$ cat config.mk
export PLATFORM = sky130hd
export DESIGN_NAME = hmf_cell
export DESIGN_NICKNAME = d
export VERILOG_FILES = /design/src/design/hmf_pkg.sv /design/src/design/hmf_cell.sv
export SDC_FILE = /design/constraint.sdc
export NUM_CORES = 1
export LEC_CHECK = 0
export ABC_CLOCK_PERIOD_IN_PS = 3500
export BUFFER_PORTS_ARGS = -buffer_cell sky130_fd_sc_hd__buf_2
export CAP_MARGIN = 5
export CELL_PAD_IN_SITES_DETAIL_PLACEMENT = 0
export CELL_PAD_IN_SITES_GLOBAL_PLACEMENT = 1
export CORE_ASPECT_RATIO = 0.5
export CORE_MARGIN = 1
export CORE_UTILIZATION = 35
export CTS_CLUSTER_SIZE = 28
export DETAILED_ROUTE_END_ITERATION = 10
export PLACE_DENSITY_LB_ADDON = 0.1
export SETUP_SLACK_MARGIN = 0.5
export SLEW_MARGIN = 20
export SYNTH_ARGS = -nofsm -noshare
export SYNTH_HDL_FRONTEND = slang
export SYNTH_SLANG_ARGS = --single-unit
$ cat constraint.sdc
create_clock -name clk -period 3.5 [get_ports clk]
set_clock_uncertainty 0.15 [all_clocks]
set_input_delay 0.525 -clock clk [delete_from_list [all_inputs] [get_ports clk]]
set_output_delay 0.525 -clock clk [all_outputs]
set_load 0.1 [all_outputs]
$ cat src/design/hmf_pkg.sv
// Shared types and constants for the histogram mode finder.
// No dependencies; every other design file refers to it by scoped names.
package hmf_pkg;

    // Fixed field widths of the sample and result beats
    localparam int VALUE_W       = 7;
    localparam int COUNT_FIELD_W = 14;

    // Control part of a sample as it travels down the row of bin cells
    typedef struct packed {
        logic               valid;
        logic               last;
        logic               hit;
        logic [VALUE_W-1:0] value;
    } hmf_beat_t;

endpackage

$ cat src/design/hmf_cell.sv
// One histogram bin: holds the occurrence count of a single value and passes
// each sample beat on to the next cell. Depends on hmf_pkg.
module hmf_cell #(
    parameter int INDEX      = 0,
    parameter int COUNT_BITS = 14
) (
    input  logic                   clk,
    input  logic                   rst_n,
    input  logic                   advance,
    input  hmf_pkg::hmf_beat_t     beat_in,
    input  logic [COUNT_BITS-1:0]  count_in,
    output hmf_pkg::hmf_beat_t     beat_out,
    output logic [COUNT_BITS-1:0]  count_out
);

    localparam logic [COUNT_BITS-1:0] COUNT_MAX = '1;

    logic [COUNT_BITS-1:0] bin_reg;
    logic [COUNT_BITS-1:0] bin_next;
    logic [COUNT_BITS-1:0] bin_inc;
    hmf_pkg::hmf_beat_t    beat_reg;
    hmf_pkg::hmf_beat_t    beat_next;
    logic [COUNT_BITS-1:0] count_reg;
    logic [COUNT_BITS-1:0] count_next;
    logic                  hit_here;

    always_comb
    begin
        hit_here = beat_in.valid && (32'(beat_in.value) == 32'(INDEX));
        bin_inc  = (bin_reg == COUNT_MAX) ? bin_reg : bin_reg + 1'b1;

        beat_next     = beat_in;
        beat_next.hit = beat_in.hit | hit_here;
        count_next    = hit_here ? bin_inc : count_in;

        // The closing beat of a set leaves the bin empty behind it
        if (beat_in.valid && beat_in.last)
        begin
            bin_next = '0;
        end
        else if (hit_here)
        begin
            bin_next = bin_inc;
        end
        else
        begin
            bin_next = bin_reg;
        end
    end

    always_ff @(posedge clk or negedge rst_n)
    begin
        if (!rst_n)
        begin
            bin_reg  <= '0;
            beat_reg <= '0;
        end
        else if (advance)
        begin
            bin_reg  <= bin_next;
            beat_reg <= beat_next;
        end
    end

    always_ff @(posedge clk)
    begin
        if (advance)
        begin
            count_reg <= count_next;
        end
    end

    assign beat_out  = beat_reg;
    assign count_out = count_reg;

endmodule

==> flow_metrics.tcl <==
set metrics [dict create \
    core.rowCount 18 \
    cp-endpoint "count_out[9]" \
    setup_viol 0 \
    total_leakage_power_nw 1.06 \
    critical_path_peak_fanout 10 \
    timing.critical_path.cells "ha_1, nand4_4, or4_4, nand4_1, xor2_1, o21ai_1" \
    cts_root_buffer "clkbuf_16" \
    worstSetupEndpointType "register" \
    worst_slew_pin_slew_ns 0.641 \
    netlist-cell-type-count 45 \
    cellPowerDensity_mw_per_mm2 474 \
    grt.overflow.total 0 \
    clock_power_share_pct 37.1 \
    fp.dieArea_sq_mm 0.00600 \
    post_synth_arst_share_pct 63.2 \
    grtUsageTotal_pct 16.5 \
    yosys_warns 0 \
    crit_path_start_kind "register" \
    io_buffer_count 50 \
    r2r_cell_count 6 \
    clk_path_buf_depth 2 \
    cap_viol_max_count 0 \
    syn_avg_cell_area_sq_um 10.5 \
    regArea_sq_mm 0.00102 \
    cts_tree "built" \
    combinationalPowerShare_pct 20.4 \
    layout.core_utilization_pct 47.3 \
    timing.fmax_mhz 415 \
    r2r_end "count_out[9]" \
    synth_seq_cells 38 \
    synth_cells 189 \
    areaGrowthSynthToFinish_pct 23.4 \
    worst_ep_required_time_ns 3.37 \
    ant_nets 0 \
    final_hold_viol_count 0 \
    multi_input_comb_area_sq_um 913 \
    postCtsSetupRepairBufs 0 \
    remaining_drc_errors 0 \
    critPathMaxStageDelay_ns 0.68 \
    setup_slack_on_the_worst_flop_to_flop_path_ns 1.09 \
    critical_path_class "reg2reg" \
    post_cts_resized 0 \
    dp.final_hpwl_um 3370 \
    synth-seq-area-share_pct 51.4 \
    die_h_um 55.3 \
    clk_transition_reported_paths_ns 0.06 \
    core_sq_mm 0.00518 \
    power.switching_fraction_pct 32.3 \
    synth_fp_nets 217 \
    hp-class "in2async" \
    layout.nets 270 \
    r2r-start "bin_reg[0]" \
    die_width_um 109 \
    finalWorstPathRequiredPeriod_ns 2.41 \
    via_count 1634 \
    drt-vias-per-instance 5.22 \
    rsz0062_at_grt "false" \
    status "finished, final reports clean" \
    cts_made_buffers 5 \
    synthesis.area_sq_mm 0.00199 \
    cp-startpoint "bin_reg[0]" \
    worst_skew_pair.late_latency_ns 0.28 \
    post_drt_wl_per_cell_um 15.1 \
    critPathSlowestCell "or4_4" \
    drt-initial-drc-count 79 \
    p_int_w 0.000787 \
    timing.critical_path.arrival_ns 2.28 \
    fin_setup_tns_ns 0 \
    postCtsHoldBufs 0 \
    vdd.ir_drop.worst_mv 0.215 \
    cts.sinks 38 \
    power.net_switching_w 0.000375 \
    slew_headroom_pct 57.1 \
    antenna_cells_inserted 0 \
    firstDrtPassIters 4 \
    num-fill-cells 498 \
    first_global_vias 1420 \
    cts_max_level 2 \
    yosys_most_used_dff "dfrtp_1" \
    boundaryPins 51 \
    antenna_found_initial 0 \
    synth_enable_flop_cells 14 \
    grt_max_degree 32 \
    seq_power_share_pct 42.5 \
    globalplace.congestion 0.798 \
    layout-drive-gt1-share_pct 33.7 \
    timing.final.max_slew_violations 0 \
    final_wirelength_um 4720 \
    final_min_period_over_clock_period_pct 68.9 \
    initial_core_util_pct 38.3 \
    wire_length_of_the_first_global_routing_pass_um 7350 \
]
## metrics by stage
stage	hold slack [ns]	setup slack [ns]	instances	cell area [sq um]	total power, W
after floorplan	0.0794	1.26	189	1990	0.000688
after global placement	0.337	0.852	305	2310	0.000740
after detailed placement	0.340	0.863	305	2310	0.000740
after CTS	0.109	1.07	313	2450	0.00117
after global routing	0.129	0.915	313	2450	0.00121
final	0.0907	1.09	313	2450	0.00116
## cells in the mapped netlist, types with 2 or more instances
cell type  instances  area (sq um)
a41oi_1            2          17.5
nor3_1             2          10.0
xnor2_1            6          52.6
buf_2              2          10.0
or3_1              2          12.5
xor2_1             2          17.5
a21oi_1           13          65.1
and3_1             3          18.8
a31o_2             2          17.5
o21ai_1            7          35.0
nand4_4            2          42.5
a21o_1             2          15.0
edfxtp_1          14           420
nand2_1           27           101
mux2i_1            3          30.0
nand3_1            4          20.0
nor2_1            10          37.5
o21ai_0           12          60.1
dfrtp_1           24           601
inv_1              3          11.3
clkbuf_1           5          18.8
a31oi_1            6          37.5
nand4_1            2          12.5
nor4_1             3          18.8
mux2_2             9           101
o31ai_1            3          22.5
## cells in the final DEF, fill, tap and decap left out, types with 2 or more instances in the layout
cell type  count
buf_2         50
nand2_1       27
dfrtp_1       24
edfxtp_1      14
a21oi_1       13
o21ai_0       12
nor2_1        10
mux2_2         9
o21ai_1        7
xnor2_1        6
a31oi_1        6
clkbuf_16      5
nand3_1        4
buf_4          4
nor4_1         3
inv_1          3
and3_1         3
mux2i_1        3
o31ai_1        3
nand4_4        2
nor3_1         2
nand4_1        2
xor2_1         2
a31o_2         2
a41oi_1        2
or3_1          2
a21o_1         2
## worst min-delay path by stage
stage | from | end | slack (ns) | cells after the start
after floorplan | rst_n | beat_out[0] | 0.08 | 0
after global placement | beat_out[6] | beat_out[6] | 0.34 | 1
after detailed placement | beat_out[4] | beat_out[4] | 0.34 | 1
after CTS | rst_n | beat_out[6] | 0.11 | 1
after global routing | rst_n | bin_reg[5] | 0.13 | 1
final | rst_n | bin_reg[5] | 0.09 | 1
## worst max-delay path: cells and delay by family (launching register included)
| family | cells | cell delay, ns |
|---|---|---|
| simple gates | 3 | 1.03 |
| compound gates | 1 | 0.09 |
| flops | 1 | 0.41 |
| xor+xnor | 1 | 0.18 |
| fa+ha+maj | 1 | 0.31 |
## area by class of cell
type	instances	area share [%]
Inverter	3	0.459
Tap cell	70	3.57
Clock inverter	2	0.357
Sequential cell	38	41.7
Clock buffer	6	5.26
Multi-Input combinational cell	140	37.3
Timing Repair Buffer	54	11.4
## power by group through the flow
| stage | combinational, W | sequential [W] | clock (W) |
|---|---|---|---|
| 2_1_floorplan | 0.0000264 | 0.000661 | 0 |
| 3_3_place_gp | 0.000238 | 0.000502 | 0 |
| 3_5_place_dp | 0.000239 | 0.000502 | 0 |
| 4_1_cts | 0.000239 | 0.000494 | 0.000439 |
| 5_1_grt | 0.000247 | 0.000495 | 0.000463 |
| 6_report | 0.000237 | 0.000494 | 0.000432 |
## routing by layer
metal | share of wire, % | GRT usage (%)
met4 | 0.36 | 4.25
met1 | 55 | 27.2
met2 | 36 | 19.7
met5 | 0 | 0
met3 | 8.6 | 5.31
## cell families (layout without fill, tap and decap cells)
family	Yosys count	in the layout	share of synthesized area (%)
muxes	12	12	6.62
AOI/OAI and AO/OA	54	54	17.2
and+or+nand+nor	65	65	18.0
adders and majority gates	1	1	0.630
DFF	38	38	51.4
buffers and inverters	11	65	2.58
xor gates and xnor gates	8	8	3.53
Power figures use the tool's default switching activity.
