## src/design/hmf_pkg.sv

```systemverilog
// Shared types and constants for the histogram mode finder.
// No dependencies; every other design file refers to it by scoped names.
package hmf_pkg;

    // Fixed field widths of the sample and result beats
    localparam int VALUE_W       = 7;
    localparam int COUNT_FIELD_W = 14;

    // Control part of a sample as it travels down the row of bin cells
    typedef struct packed {
        logic               valid;
        logic               last;
        logic               hit;
        logic [VALUE_W-1:0] value;
    } hmf_beat_t;

endpackage

```

## src/design/hmf_stream_if.sv

```systemverilog


interface hmf_mode_if;
    logic                              valid;
    logic                              ready;
    logic [hmf_pkg::VALUE_W-1:0]       mode_value;
    logic [hmf_pkg::COUNT_FIELD_W-1:0] mode_count;

    modport source (output valid, output mode_value, output mode_count, input ready);
    modport sink   (input valid, input mode_value, input mode_count, output ready);
endinterface

```

## src/design/hmf_mode_track.sv

```systemverilog
// Tail of the bin row: keeps the running best value and count, and holds the
// mode result until it is taken. Depends on hmf_pkg and hmf_mode_if.
module hmf_mode_track #(
    parameter int COUNT_BITS = 14
) (
    input  logic                  clk,
    input  logic                  rst_n,
    input  hmf_pkg::hmf_beat_t    beat,
    input  logic [COUNT_BITS-1:0] count,
    output logic                  advance,
    hmf_mode_if.source            result
);

    logic [COUNT_BITS-1:0]             best_count_reg;
    logic [COUNT_BITS-1:0]             best_count_next;
    logic [hmf_pkg::VALUE_W-1:0]       best_value_reg;
    logic [hmf_pkg::VALUE_W-1:0]       best_value_next;
    logic [COUNT_BITS-1:0]             upd_count;
    logic [hmf_pkg::VALUE_W-1:0]       upd_value;
    logic                              out_valid_reg;
    logic                              out_valid_next;
    logic [hmf_pkg::VALUE_W-1:0]       mode_value_reg;
    logic [hmf_pkg::COUNT_FIELD_W-1:0] mode_count_reg;
    logic                              take;
    logic                              closing;

    always_comb
    begin
        // Stall the row only when a closing beat finds the result slot busy
        advance = !(beat.valid && beat.last && out_valid_reg && !result.ready);
        take    = advance && beat.valid;
        closing = take && beat.last;

        // Strictly greater: on a tie the earlier value keeps the mode
        if (beat.hit && (count > best_count_reg))
        begin
            upd_count = count;
            upd_value = beat.value;
        end
        else
        begin
            upd_count = best_count_reg;
            upd_value = best_value_reg;
        end

        best_count_next = best_count_reg;
        best_value_next = best_value_reg;
        if (closing)
        begin
            best_count_next = '0;
            best_value_next = '0;
        end
        else if (take)
        begin
            best_count_next = upd_count;
            best_value_next = upd_value;
        end

        out_valid_next = out_valid_reg && !result.ready;
        if (closing)
        begin
            out_valid_next = 1'b1;
        end
    end

    always_ff @(posedge clk or negedge rst_n)
    begin
        if (!rst_n)
        begin
            best_count_reg <= '0;
            best_value_reg <= '0;
            out_valid_reg  <= 1'b0;
        end
        else
        begin
            best_count_reg <= best_count_next;
            best_value_reg <= best_value_next;
            out_valid_reg  <= out_valid_next;
        end
    end

    always_ff @(posedge clk)
    begin
        if (closing)
        begin
            mode_value_reg <= upd_value;
            mode_count_reg <= hmf_pkg::COUNT_FIELD_W'(upd_count);
        end
    end

    assign result.valid      = out_valid_reg;
    assign result.mode_value = mode_value_reg;
    assign result.mode_count = mode_count_reg;

    a_stall_cause: assert property (@(posedge clk) disable iff (!rst_n)
        !advance |-> (beat.valid && beat.last && out_valid_reg))
        else $error("row stalled without a blocked closing beat");

    a_best_cleared: assert property (@(posedge clk) disable iff (!rst_n)
        closing |=> (best_count_reg == '0 && best_value_reg == '0))
        else $error("best registers not cleared after a set");

    a_empty_best: assert property (@(posedge clk) disable iff (!rst_n)
        (best_count_reg == '0) |-> (best_value_reg == '0))
        else $error("best value set without a count");

    a_hit_count: assert property (@(posedge clk) disable iff (!rst_n)
        (beat.valid && beat.hit) |-> (count != '0))
        else $error("counted beat arrived with a zero count");

    a_result_loaded: assert property (@(posedge clk) disable iff (!rst_n)
        closing |=> out_valid_reg)
        else $error("closing beat produced no result");

endmodule

```

## src/flat_wrapper.sv

```systemverilog
// flat-port wrapper written by rule: the top's interface ports become plain ports
module hmf_mode_track_flat 
#(
    parameter int COUNT_BITS = 14
)
  (clk, rst_n, beat, count, advance, result_valid, result_mode_value, result_mode_count, result_ready);
  hmf_mode_if result_i ();
  input  logic clk;
  input  logic rst_n;
  input  hmf_pkg::hmf_beat_t beat;
  input  logic [COUNT_BITS-1:0] count;
  output logic advance;
  output wire logic [$bits(result_i.valid)-1:0] result_valid;
  output wire logic [$bits(result_i.mode_value)-1:0] result_mode_value;
  output wire logic [$bits(result_i.mode_count)-1:0] result_mode_count;
  input wire logic [$bits(result_i.ready)-1:0] result_ready;
  assign result_valid = result_i.valid;
  assign result_mode_value = result_i.mode_value;
  assign result_mode_count = result_i.mode_count;
  assign result_i.ready = result_ready;
  hmf_mode_track #(.COUNT_BITS(COUNT_BITS)) u_core (.clk(clk), .rst_n(rst_n), .beat(beat), .count(count), .advance(advance), .result(result_i));
endmodule
```

## config.mk

```make
export PLATFORM = sky130hd
export DESIGN_NAME = hmf_mode_track_flat
export DESIGN_NICKNAME = d
export VERILOG_FILES = /design/src/design/hmf_pkg.sv /design/src/design/hmf_stream_if.sv /design/src/design/hmf_mode_track.sv /design/src/flat_wrapper.sv
export SDC_FILE = /design/constraint.sdc
export NUM_CORES = 1
export LEC_CHECK = 0
export BUFFER_PORTS_ARGS = -buffer_cell sky130_fd_sc_hd__buf_2
export CAP_MARGIN = 20
export CORE_ASPECT_RATIO = 0.8
export CORE_MARGIN = 3
export CORE_UTILIZATION = 49
export DETAILED_ROUTE_END_ITERATION = 16
export PLACE_DENSITY = 0.72
export SETUP_SLACK_MARGIN = 0.02
export SLEW_MARGIN = 20
export SYNTH_ARGS = -nofsm -noshare
export SYNTH_HDL_FRONTEND = slang
export SYNTH_SLANG_ARGS = --single-unit
```

## constraint.sdc

```tcl
create_clock -name clk -period 1.9 [get_ports clk]
set_input_delay 0.38 -clock clk [delete_from_list [all_inputs] [get_ports clk]]
set_output_delay 0.38 -clock clk [all_outputs]
set_load 0.02 [all_outputs]
```

==> flow_metrics.py, run 1 <==
metrics = {
    "critical_path": {
        "slowest_delay_ns": 0.44,
        "r2r_cells": 7,
        "rr_startpoint": "u_core.best_count_reg[11]",
        "cp-start-kind": "register",
        "crit_path_end": "u_core.result.mode_value[4]",
        "crit_chain": "inv_1 > ha_4 > nand4_1 > a311o_1 > a21oi_4 > buf_4 > mux2i_1",
        "worstPathArrival_ns": 2.30,
        "end_kind": "register",
        "crit_buf_inv": 2,
        "cp.required_ns": 2.04,
        "r2r-end": "u_core.result.mode_value[4]",
        "crit_path_start": "u_core.best_count_reg[11]",
        "ff2ff_setup_slack_ns": -0.26,
        "critPathKind": "register to register",
        "worstSetupPathDepth": 7,
        "slowest_stage": "a311o_1",
        "cpLargestDelayFamily": "compound AO/OA/AOI/OAI gates",
        "path_max_fanout": 4,
    },
    "placed_design": {
        "placed_area_sq_um": 2980,
        "portBuffers": 49,
        "dp_hpwl_mm": 3.58,
        "dp_cells": 322,
        "place_congestion": 0.746,
    },
    "synth": {
        "yosysTopAreaCell": "edfxtp_1",
        "yosys_register_bits": 43,
        "syn_nets": 229,
        "syn_inst": 188,
        "yosys_warnings": 0,
        "ys_seq_area_share_pct": 49.6,
        "syn_area_per_cell_sq_um": 12.7,
        "synth_area_leaders": "edfxtp_1 26%, dfrtp_1 23%, o32ai_2 12%",
        "synth_top_area_share_pct": 26.5,
        "synth_cell_type_count": 29,
        "synthesis.area_sq_um": 2380,
    },
    "floorplan": {
        "fp.dieH_um": 68.4,
        "fp.dieArea_sq_um": 5740,
        "ios": 50,
        "die_x_um": 83.9,
        "row_count": 22,
        "initial_core_util_pct": 51.5,
        "core_area_sq_um": 4620,
    },
    "route": {
        "wl_per_cell_um": 16.1,
        "via_per_inst": 5.18,
        "routed_wl_mm": 5.37,
        "drc_errors": 0,
        "antenna_left": 0,
        "dr.pass1.iters": 4,
        "via_count": 1724,
        "drt_iter0_drc": 91,
    },
    "cts": {
        "cts_sinks": 43,
        "numCtsBuffers": 5,
        "cts_hold_buf": 0,
        "root_buffer": "clkbuf_8",
        "clock_latency_ns": 0.30,
        "cts_max_level": 2,
        "path_clk_slew_ns": 0.09,
        "cts_tree": "done",
        "clk_path_buf_depth": 2,
    },
    "timing": {
        "fin_skew_ns": 0.0103,
        "slew_headroom_pct": 63.4,
        "max_slew.worst_pin.slew_ns": 0.549,
        "tns_ns": -9.18,
        "maxSlewViolCount": 0,
        "rsz0062_at_grt": "true",
        "fin_ws_ns": -0.260,
        "hold_violations": 0,
        "max_freq_mhz": 463,
        "setup_viol": 42,
        "fin_crit_sh_pct": 114,
        "min_period_ns": 2.16,
    },
    "power_and_ir_drop": {
        "power_mw": 2.77,
        "ir_worst_vdd_mv": 0.588,
        "p_per_area_nw_per_um2": 836,
        "p_leak_nw": 1.45,
    },
    "final_layout": {
        "drive_above_1_share_pct": 50.5,
        "area_delta_synth_final_pct": 38.9,
        "mostFrequentLayoutCells": "49 x buf_2, 37 x inv_1, 26 x buf_4",
        "diodes": 0,
        "fin_cells": 333,
        "stdcell_area_sq_um": 3310,
        "nNetsFinal": 313,
        "layout_commonest_cell": "buf_2",
    },
    "run_status": {
        "run_status": "finished, violations left",
        "violations": "setup timing",
    },
    "grt": {
        "grt_pass1_vias": 1709,
        "grt_usage_pct": 18.4,
        "grt_remaining_overflow": 0,
        "antenna_found_initial": 0,
        "grt_max_degree": 23,
        "grt_pass1_wl_mm": 8.10,
    },
    "min_path": {
        "hp-class": "input pin to asynchronous set/reset pin",
    },
    "flow_run": {
        "maxCapViolCount": 0,
    },
}
[layer usage]
layer | GRT usage, % | vias up | share of wire (%)
li1 | - | 847 | -
met1 | 24.6 | 830 | 48
met2 | 28.8 | 42 | 46
met3 | 5.66 | 5 | 4.7
met4 | 6.02 | 0 | 1.1
met5 | 0 | - | 0
[cell usage after synthesis, drive strengths merged]
master,n
nor3,1
o32ai,21
edfxtp,21
o21bai,1
clkbuf,2
nand4,3
nand2,6
a21oi,7
o21ai,2
a21bo,1
ha,14
inv,43
nor2,4
a21o,2
dfrtp,22
nand3,3
o221a,1
a311o,1
a31oi,1
nor2b,2
mux2i,21
buf,6
nand2b,1
o41ai,2
[worst min-delay path by stage]
stage,cells past startpoint,endpoint
5_1_grt,1,u_core.best_count_reg[8]
2_1_floorplan,0,u_core.best_count_reg[0]
4_1_cts,1,u_core.best_value_reg[1]
3_5_place_dp,1,u_core.best_value_reg[1]
6_report,1,u_core.best_value_reg[1]
3_3_place_gp,1,u_core.best_value_reg[1]
[logic make-up after synthesis]
logic type      count (synthesis)  share of synthesized area [%]
fa+ha+maj                      14                           7.36
compound gates                 39                           20.7
buf+inv                        51                           9.30
mux                            21                           8.83
flops                          43                           49.6
simple gates                   20                           4.26
[cell type report]
class                      count  area [sq um]
timing repair buffer          85           579
tap                           60          75.1
multi-input combinational     94          1220
inverter                      43           161
clock inverter                 3          23.8
fill                         314          1320
clock buffer                   5          68.8
sequential                    43          1180
[what timing repair did]
| item | in CTS | in global routing |
|---|---|---|
| gates resized for setup | 9 | 21 |
| gates cloned | 0 | 2 |
| setup buffers | 1 | 0 |
| endpoints found under the setup margin | 42 | 42 |
| pin swaps | 3 | 17 |
[report_power, final]
part / internal [mW] / switching [mW]
clock network: 0.263 / 0.341
logic: 0.495 / 0.538
registers: 1.10 / 0.0297
total: 1.86 / 0.908
[per-stage QoR]
stage	hold slack (ns)	util, %	setup slack, ns
after floorplan	0.0844	-	-0.0553
after global placement	0.387	64.4	-0.303
after detailed placement	0.397	64.4	-0.330
after CTS	0.0507	68.0	-0.168
after global routing	0.0677	71.5	-0.367
final	0.0475	71.5	-0.260
[worst register-to-register path: cells and delay by family, from the launching register on]
family	cells	cell delay, ns
and+or+nand+nor	1	0.15
buffers and inverters	2	0.28
DFF	1	0.37
muxes	1	0.21
adders and majority gates	1	0.28
AOI/OAI and AO/OA	2	0.71
No activity file was read; power rests on OpenSTA's default activity.
==> run 2: changes to the inputs <==
--- a/config.mk
+++ b/config.mk
@@ -7,9 +7,11 @@
 export LEC_CHECK = 0
 export BUFFER_PORTS_ARGS = -buffer_cell sky130_fd_sc_hd__buf_2
 export CAP_MARGIN = 20
+export CELL_PAD_IN_SITES_DETAIL_PLACEMENT = 2
+export CELL_PAD_IN_SITES_GLOBAL_PLACEMENT = 2
 export CORE_ASPECT_RATIO = 0.8
 export CORE_MARGIN = 3
-export CORE_UTILIZATION = 49
+export CORE_UTILIZATION = 33
 export DETAILED_ROUTE_END_ITERATION = 16
 export PLACE_DENSITY = 0.72
 export SETUP_SLACK_MARGIN = 0.02
==> flow_metrics.py, run 2 (synthesized netlist as in run 1, its figures left out) <==
metrics = {
    "run_status": {
        "run_status": "finished, violations left",
        "violations": "setup timing",
    },
    "final_layout": {
        "nNetsFinal": 323,
        "layout_commonest_cell": "buf_2",
        "fin_cells": 370,
        "nFillCells": 656,
        "drive_above_1_share_pct": 55.8,
        "mostFrequentLayoutCells": "49 x buf_2, 36 x inv_1, 33 x buf_4",
        "diodes": 0,
        "final_util_pct": 52.6,
        "area_delta_synth_final_pct": 53.1,
    },
    "grt": {
        "grt_max_degree": 23,
        "antenna_found_initial": 0,
        "grt_pass1_vias": 2054,
        "grt_busiest_layer": "met2",
        "grt_remaining_overflow": 0,
        "grt_use_met2_pct": 32.2,
        "grt_pass1_wl_mm": 11.5,
        "grt_usage_pct": 18.6,
        "met3_usage_pct": 3.65,
        "met1_usage_pct": 23.6,
    },
    "timing": {
        "hold_violations": 0,
        "max_slew.worst_pin.slew_ns": 0.589,
        "tns_ns": -14.57,
        "fin_crit_sh_pct": 121,
        "rsz0062_at_grt": "true",
        "setup_viol": 42,
        "slew_headroom_pct": 60.7,
        "hold_slack_ns": 0.0654,
        "fin_skew_ns": 0.00961,
        "max_freq_mhz": 435,
        "min_period_ns": 2.30,
        "fin_ws_ns": -0.396,
        "maxSlewViolCount": 0,
    },
    "route": {
        "wl_per_cell_um": 24.3,
        "drc_errors": 0,
        "via_count": 1906,
        "antenna_left": 0,
        "dr.pass1.iters": 4,
        "drt_iter0_drc": 37,
        "via_per_inst": 5.15,
        "routed_wl_mm": 9.01,
    },
    "cts": {
        "clk_path_buf_depth": 2,
        "cts_sinks": 43,
        "clock_latency_ns": 0.30,
        "path_clk_slew_ns": 0.09,
        "root_buffer": "clkbuf_8",
        "cts_tree": "done",
        "numCtsBuffers": 5,
        "cts_max_level": 2,
    },
    "critical_path": {
        "ff2ff_setup_slack_ns": -0.40,
        "cp-start-kind": "register",
        "worstPathArrival_ns": 2.50,
        "path_max_fanout": 6,
        "end_kind": "register",
        "cp.required_ns": 2.10,
        "critPathKind": "register to register",
    },
    "power_and_ir_drop": {
        "pwr-share-clk_pct": 23.2,
        "ir_worst_vdd_mv": 0.330,
        "switching_share_pct": 33.9,
        "power_mw": 3.18,
        "p_int_mw": 2.10,
        "p_leak_nw": 1.57,
        "p_switching_mw": 1.08,
        "combPwrFrac_pct": 41.0,
        "seqPwrFrac_pct": 35.8,
        "p_per_area_nw_per_um2": 873,
    },
    "floorplan": {
        "fp.dieArea_sq_um": 8280,
        "fp.dieH_um": 82.0,
        "row_count": 27,
        "initial_core_util_pct": 34.4,
        "core_area_sq_um": 6930,
        "die_x_um": 101,
        "ios": 50,
    },
    "min_path": {
        "hp-class": "input pin to asynchronous set/reset pin",
    },
    "placed_design": {
        "dp_cells": 350,
        "portBuffers": 49,
        "place_congestion": 0.756,
        "dp_hpwl_mm": 5.05,
    },
    "flow_run": {
        "maxCapViolCount": 0,
    },
}
## run 2: cell count changes in the layout (fill, tap and decap cells not counted), moves of 2 or more
cell and change:
buf_12 +5, buf_4 +7, buf_6 -3, clkbuf_16 +2, clkinvlp_4 -2, ha_1 -2
ha_4 +2, mux2i_1 -2, mux2i_2 +2, o32ai_2 -5, o32ai_4 +5
## run 2: critical path, stage by stage (launching register included)
cell and delay (ns):
dfrtp_1 0.36, inv_1 0.09, ha_4 0.28, nand4_1 0.18
buf_4 0.20, o41ai_4 0.27, buf_4 0.17, a21o_1 0.15
a31oi_4 0.06, buf_6 0.16, buf_12 0.14, o32ai_4 0.14
## run 2: worst paths after layout
kind / from / end / depth (start not counted)
setup / recovery: u_core.best_count_reg[11] / u_core.best_value_reg[0] / 11
hold / removal: rst_n / u_core.result.valid / 1
setup reg to reg: u_core.best_count_reg[11] / u_core.best_value_reg[0] / 11
hold reg to reg: u_core.best_value_reg[6] / u_core.best_value_reg[6] / 2
max in group asynchronous: rst_n / u_core.best_count_reg[8] / 1
min in group clk: beat[9] / u_core.result.valid / 3
## run 2: metrics by stage
stage | area, sq um | setup WS [ns]
after global routing | 3640 | -0.516
after global placement | 3060 | -0.323
after detailed placement | 3060 | -0.398
final | 3640 | -0.396
after CTS | 3260 | -0.274
after floorplan | 2450 | -0.0553
## run 2: repair_timing
action / 4_1_cts / 5_1_grt
endpoints found under the hold margin: 0 / 0
setup buffers: 0 / 8
cloned: 1 / 3
pin swaps: 3 / 25
hold buffers: 0 / 0
endpoints found under the setup margin: 42 / 42
resized for setup: 13 / 33
## run 2: layout make-up
cell class                 count  area, sq um  area share (%)
tap                           87          109            2.99
clock buffer                   5         68.8            1.89
timing repair buffer          95          733            20.1
multi-input combinational     94         1350            37.0
clock inverter                 3         43.8            1.20
sequential                    43         1180            32.4
inverter                      43          161            4.43
## run 2: power by group through the flow
stage / combinational, mW / sequential [mW] / clock (mW)
finish: 1.30 / 1.14 / 0.740
global route: 1.39 / 1.15 / 0.794
CTS: 0.998 / 1.13 / 0.758
detailed placement: 0.935 / 1.15 / 0
global placement: 0.885 / 1.14 / 0
floorplan: 0.515 / 1.19 / 0
## run 2: metal layers
metal	part of all wire (%)	vias to the layer above
met5	0	-
met4	1.9	0
met3	3.6	15
met2	50	51
met1	45	967
li1	-	873
==> run 3: changes to the inputs <==
--- a/config.mk
+++ b/config.mk
@@ -5,13 +5,14 @@
 export SDC_FILE = /design/constraint.sdc
 export NUM_CORES = 1
 export LEC_CHECK = 0
+export ABC_AREA = 1
 export BUFFER_PORTS_ARGS = -buffer_cell sky130_fd_sc_hd__buf_2
 export CAP_MARGIN = 20
 export CELL_PAD_IN_SITES_DETAIL_PLACEMENT = 2
 export CELL_PAD_IN_SITES_GLOBAL_PLACEMENT = 2
 export CORE_ASPECT_RATIO = 0.8
 export CORE_MARGIN = 3
-export CORE_UTILIZATION = 33
+export CORE_UTILIZATION = 29
 export DETAILED_ROUTE_END_ITERATION = 16
 export PLACE_DENSITY = 0.72
 export SETUP_SLACK_MARGIN = 0.02
==> flow_metrics.py, run 3 <==
metrics = {
    "synth": {
        "synth_cell_type_count": 17,
        "synthesis.area_sq_um": 2440,
        "yosys_warnings": 0,
        "synth_edf_count": 21,
        "yosys_register_bits": 43,
        "ys.flop_type": "dfrtp_1",
        "syn_nets": 331,
        "ys_seq_area_share_pct": 48.4,
        "synth_area_leaders": "edfxtp_1 26%, dfrtp_1 23%, nand2_1 11%",
        "ys_top_cells_by_count": "74 x nand2_1, 56 x inv_1, 45 x nand3_1",
        "syn_inst": 290,
        "yosysTopAreaCell": "edfxtp_1",
        "ys_async_sr_fraction_pct": 51.2,
        "synth_top_area_share_pct": 25.9,
        "syn_area_per_cell_sq_um": 8.41,
        "synth.most_common_cell": "nand2_1",
    },
    "route": {
        "wl_per_cell_um": 23.4,
        "drc_errors": 0,
        "antenna_left": 0,
        "via_per_inst": 4.84,
        "drt_iter0_drc": 70,
        "via_count": 2440,
        "dr.pass1.iters": 4,
        "routed_wl_mm": 11.8,
    },
    "cts": {
        "cts_tree": "done",
        "cts_sinks": 43,
        "clock_latency_ns": 0.32,
        "cts_max_level": 2,
        "root_buffer": "clkbuf_8",
        "cts_hold_buf": 0,
        "numCtsBuffers": 5,
        "path_clk_slew_ns": 0.09,
        "clk_path_buf_depth": 2,
    },
    "final_layout": {
        "layout_commonest_cell": "nand2_1",
        "diodes": 0,
        "nFillCells": 862,
        "drive_above_1_share_pct": 57.1,
        "mostFrequentLayoutCells": "55 x nand2_1, 49 x buf_2, 45 x inv_1",
        "nNetsFinal": 436,
        "seqCellArea_sq_um": 1180,
        "area_delta_synth_final_pct": 61.3,
        "final_util_pct": 48.8,
        "multi_input_area_sq_um": 1480,
    },
    "critical_path": {
        "critPathKind": "register to register",
        "cp-start-kind": "register",
        "worstPathArrival_ns": 2.40,
        "ff2ff_setup_slack_ns": -0.29,
        "end_kind": "register",
        "crit_chain": "inv_2 > ha_4 > nand2_4 > nor2_4 > nand3_4 > inv_2 > nand2_4 > nand2_8 > buf_4 > nand3_1 > buf_4 > nand3_1 > nand2_1",
        "path_max_fanout": 4,
        "slowest_delay_ns": 0.46,
        "slowest_stage": "dfrtp_1",
        "cp.required_ns": 2.11,
    },
    "floorplan": {
        "initial_core_util_pct": 30.3,
        "ios": 50,
        "core_area_sq_um": 8060,
        "fp.dieH_um": 88.0,
        "fp.dieArea_sq_um": 9550,
        "row_count": 29,
        "die_x_um": 109,
    },
    "timing": {
        "fin_crit_sh_pct": 115,
        "max_freq_mhz": 456,
        "maxSlewViolCount": 0,
        "hold_violations": 0,
        "hold_slack_ns": 0.0636,
        "tns_ns": -9.09,
        "min_period_ns": 2.19,
        "fin_skew_ns": 0.0111,
        "setup_viol": 42,
        "slew_headroom_pct": 58.1,
        "fin_ws_ns": -0.291,
        "max_slew.worst_pin.slew_ns": 0.629,
        "rsz0062_at_grt": "true",
    },
    "run_status": {
        "violations": "setup timing",
        "run_status": "finished, violations left",
    },
    "flow_run": {
        "maxCapViolCount": 0,
    },
    "grt": {
        "antenna_found_initial": 0,
        "grt_pass1_vias": 2666,
        "grt_max_degree": 23,
        "grt_remaining_overflow": 0,
        "grt_pass1_wl_mm": 14.3,
        "grt_usage_pct": 20.3,
    },
    "min_path": {
        "hp-class": "input pin to asynchronous set/reset pin",
    },
    "power_and_ir_drop": {
        "p_per_area_nw_per_um2": 883,
        "p_leak_nw": 1.93,
        "power_mw": 3.47,
        "ir_worst_vdd_mv": 0.316,
    },
    "placed_design": {
        "dp_hpwl_mm": 5.45,
        "portBuffers": 49,
        "place_congestion": 0.710,
    },
}
-- run 3: cell count changes after synthesis, moves of 4 or more --
cell     delta
o32ai_2    -18
nand3_1    +42
mux2i_1    -21
nand2_2    +15
and2_1     +21
buf_4       -4
nand2_1    +68
inv_1      +13
buf_2       +4
-- run 3: report_power, final --
group | total, mW | internal, mW | switching [mW] | leakage, nW
clock network | 0.703 | 0.333 | 0.370 | 0.0515
registers | 1.20 | 1.12 | 0.0750 | 0.491
logic | 1.57 | 0.711 | 0.861 | 1.39
total | 3.47 | 2.16 | 1.31 | 1.93
-- run 3: worst max-delay path: cells and delay by family, from the launching register on --
family | cells | cell delay (ns)
flip-flops | 1 | 0.46
adder cells (fa/ha/maj) | 1 | 0.30
buffers and inverters | 4 | 0.52
AND/OR/NAND/NOR | 8 | 0.80
-- run 3: worst paths after layout --
check,end,from,cells past startpoint
max,u_core.best_count_reg[9],u_core.best_count_reg[12],13
min,u_core.best_value_reg[1],rst_n,1
max reg2reg,u_core.best_count_reg[9],u_core.best_count_reg[12],13
min reg2reg,u_core.best_value_reg[0],u_core.best_value_reg[0],2
max in group asynchronous,u_core.best_value_reg[0],rst_n,1
min in group clk,u_core.result.valid,result_ready,4
-- run 3: routing by layer --
metal	GRT usage [%]	part of all wire [%]	vias up
li1	-	-	1110
met1	21.9	41	1221
met2	40.8	53	74
met3	3.10	3.3	35
met4	5.62	3.3	0
met5	0	0	-
-- run 3: area by class of cell --
| type | count | share of cell area [%] |
|---|---|---|
| sequential | 43 | 30.0 |
| clock buffer | 8 | 2.55 |
| tap | 108 | 3.44 |
| inverter | 56 | 5.35 |
| multi-input combinational | 181 | 37.7 |
| timing repair buffer | 108 | 20.9 |
-- run 3: cell families after synthesis --
| logic type | count (synthesis) | share of synthesized area, % |
|---|---|---|
| and+or+nand+nor | 163 | 32.0 |
| DFF | 43 | 48.4 |
| AOI/OAI and AO/OA | 4 | 0.821 |
| adders and majority gates | 14 | 7.18 |
| buffers and inverters | 66 | 11.6 |
-- run 3: timing repair --
item,in CTS,in global routing
setup buffers,17,8
endpoints found under the setup margin,42,42
cloned,1,1
resized for setup,73,68
pin swaps,35,18
-- run 3: through the flow --
stage          worst slack (ns)  cell area, sq um  instances
6_report                 -0.291              3930        504
3_3_place_gp             -0.169              3020        472
2_1_floorplan             0.113              2440        290
5_1_grt                  -0.383              3930        504
3_5_place_dp             -0.283              3020        472
4_1_cts                 -0.0926              3590        496
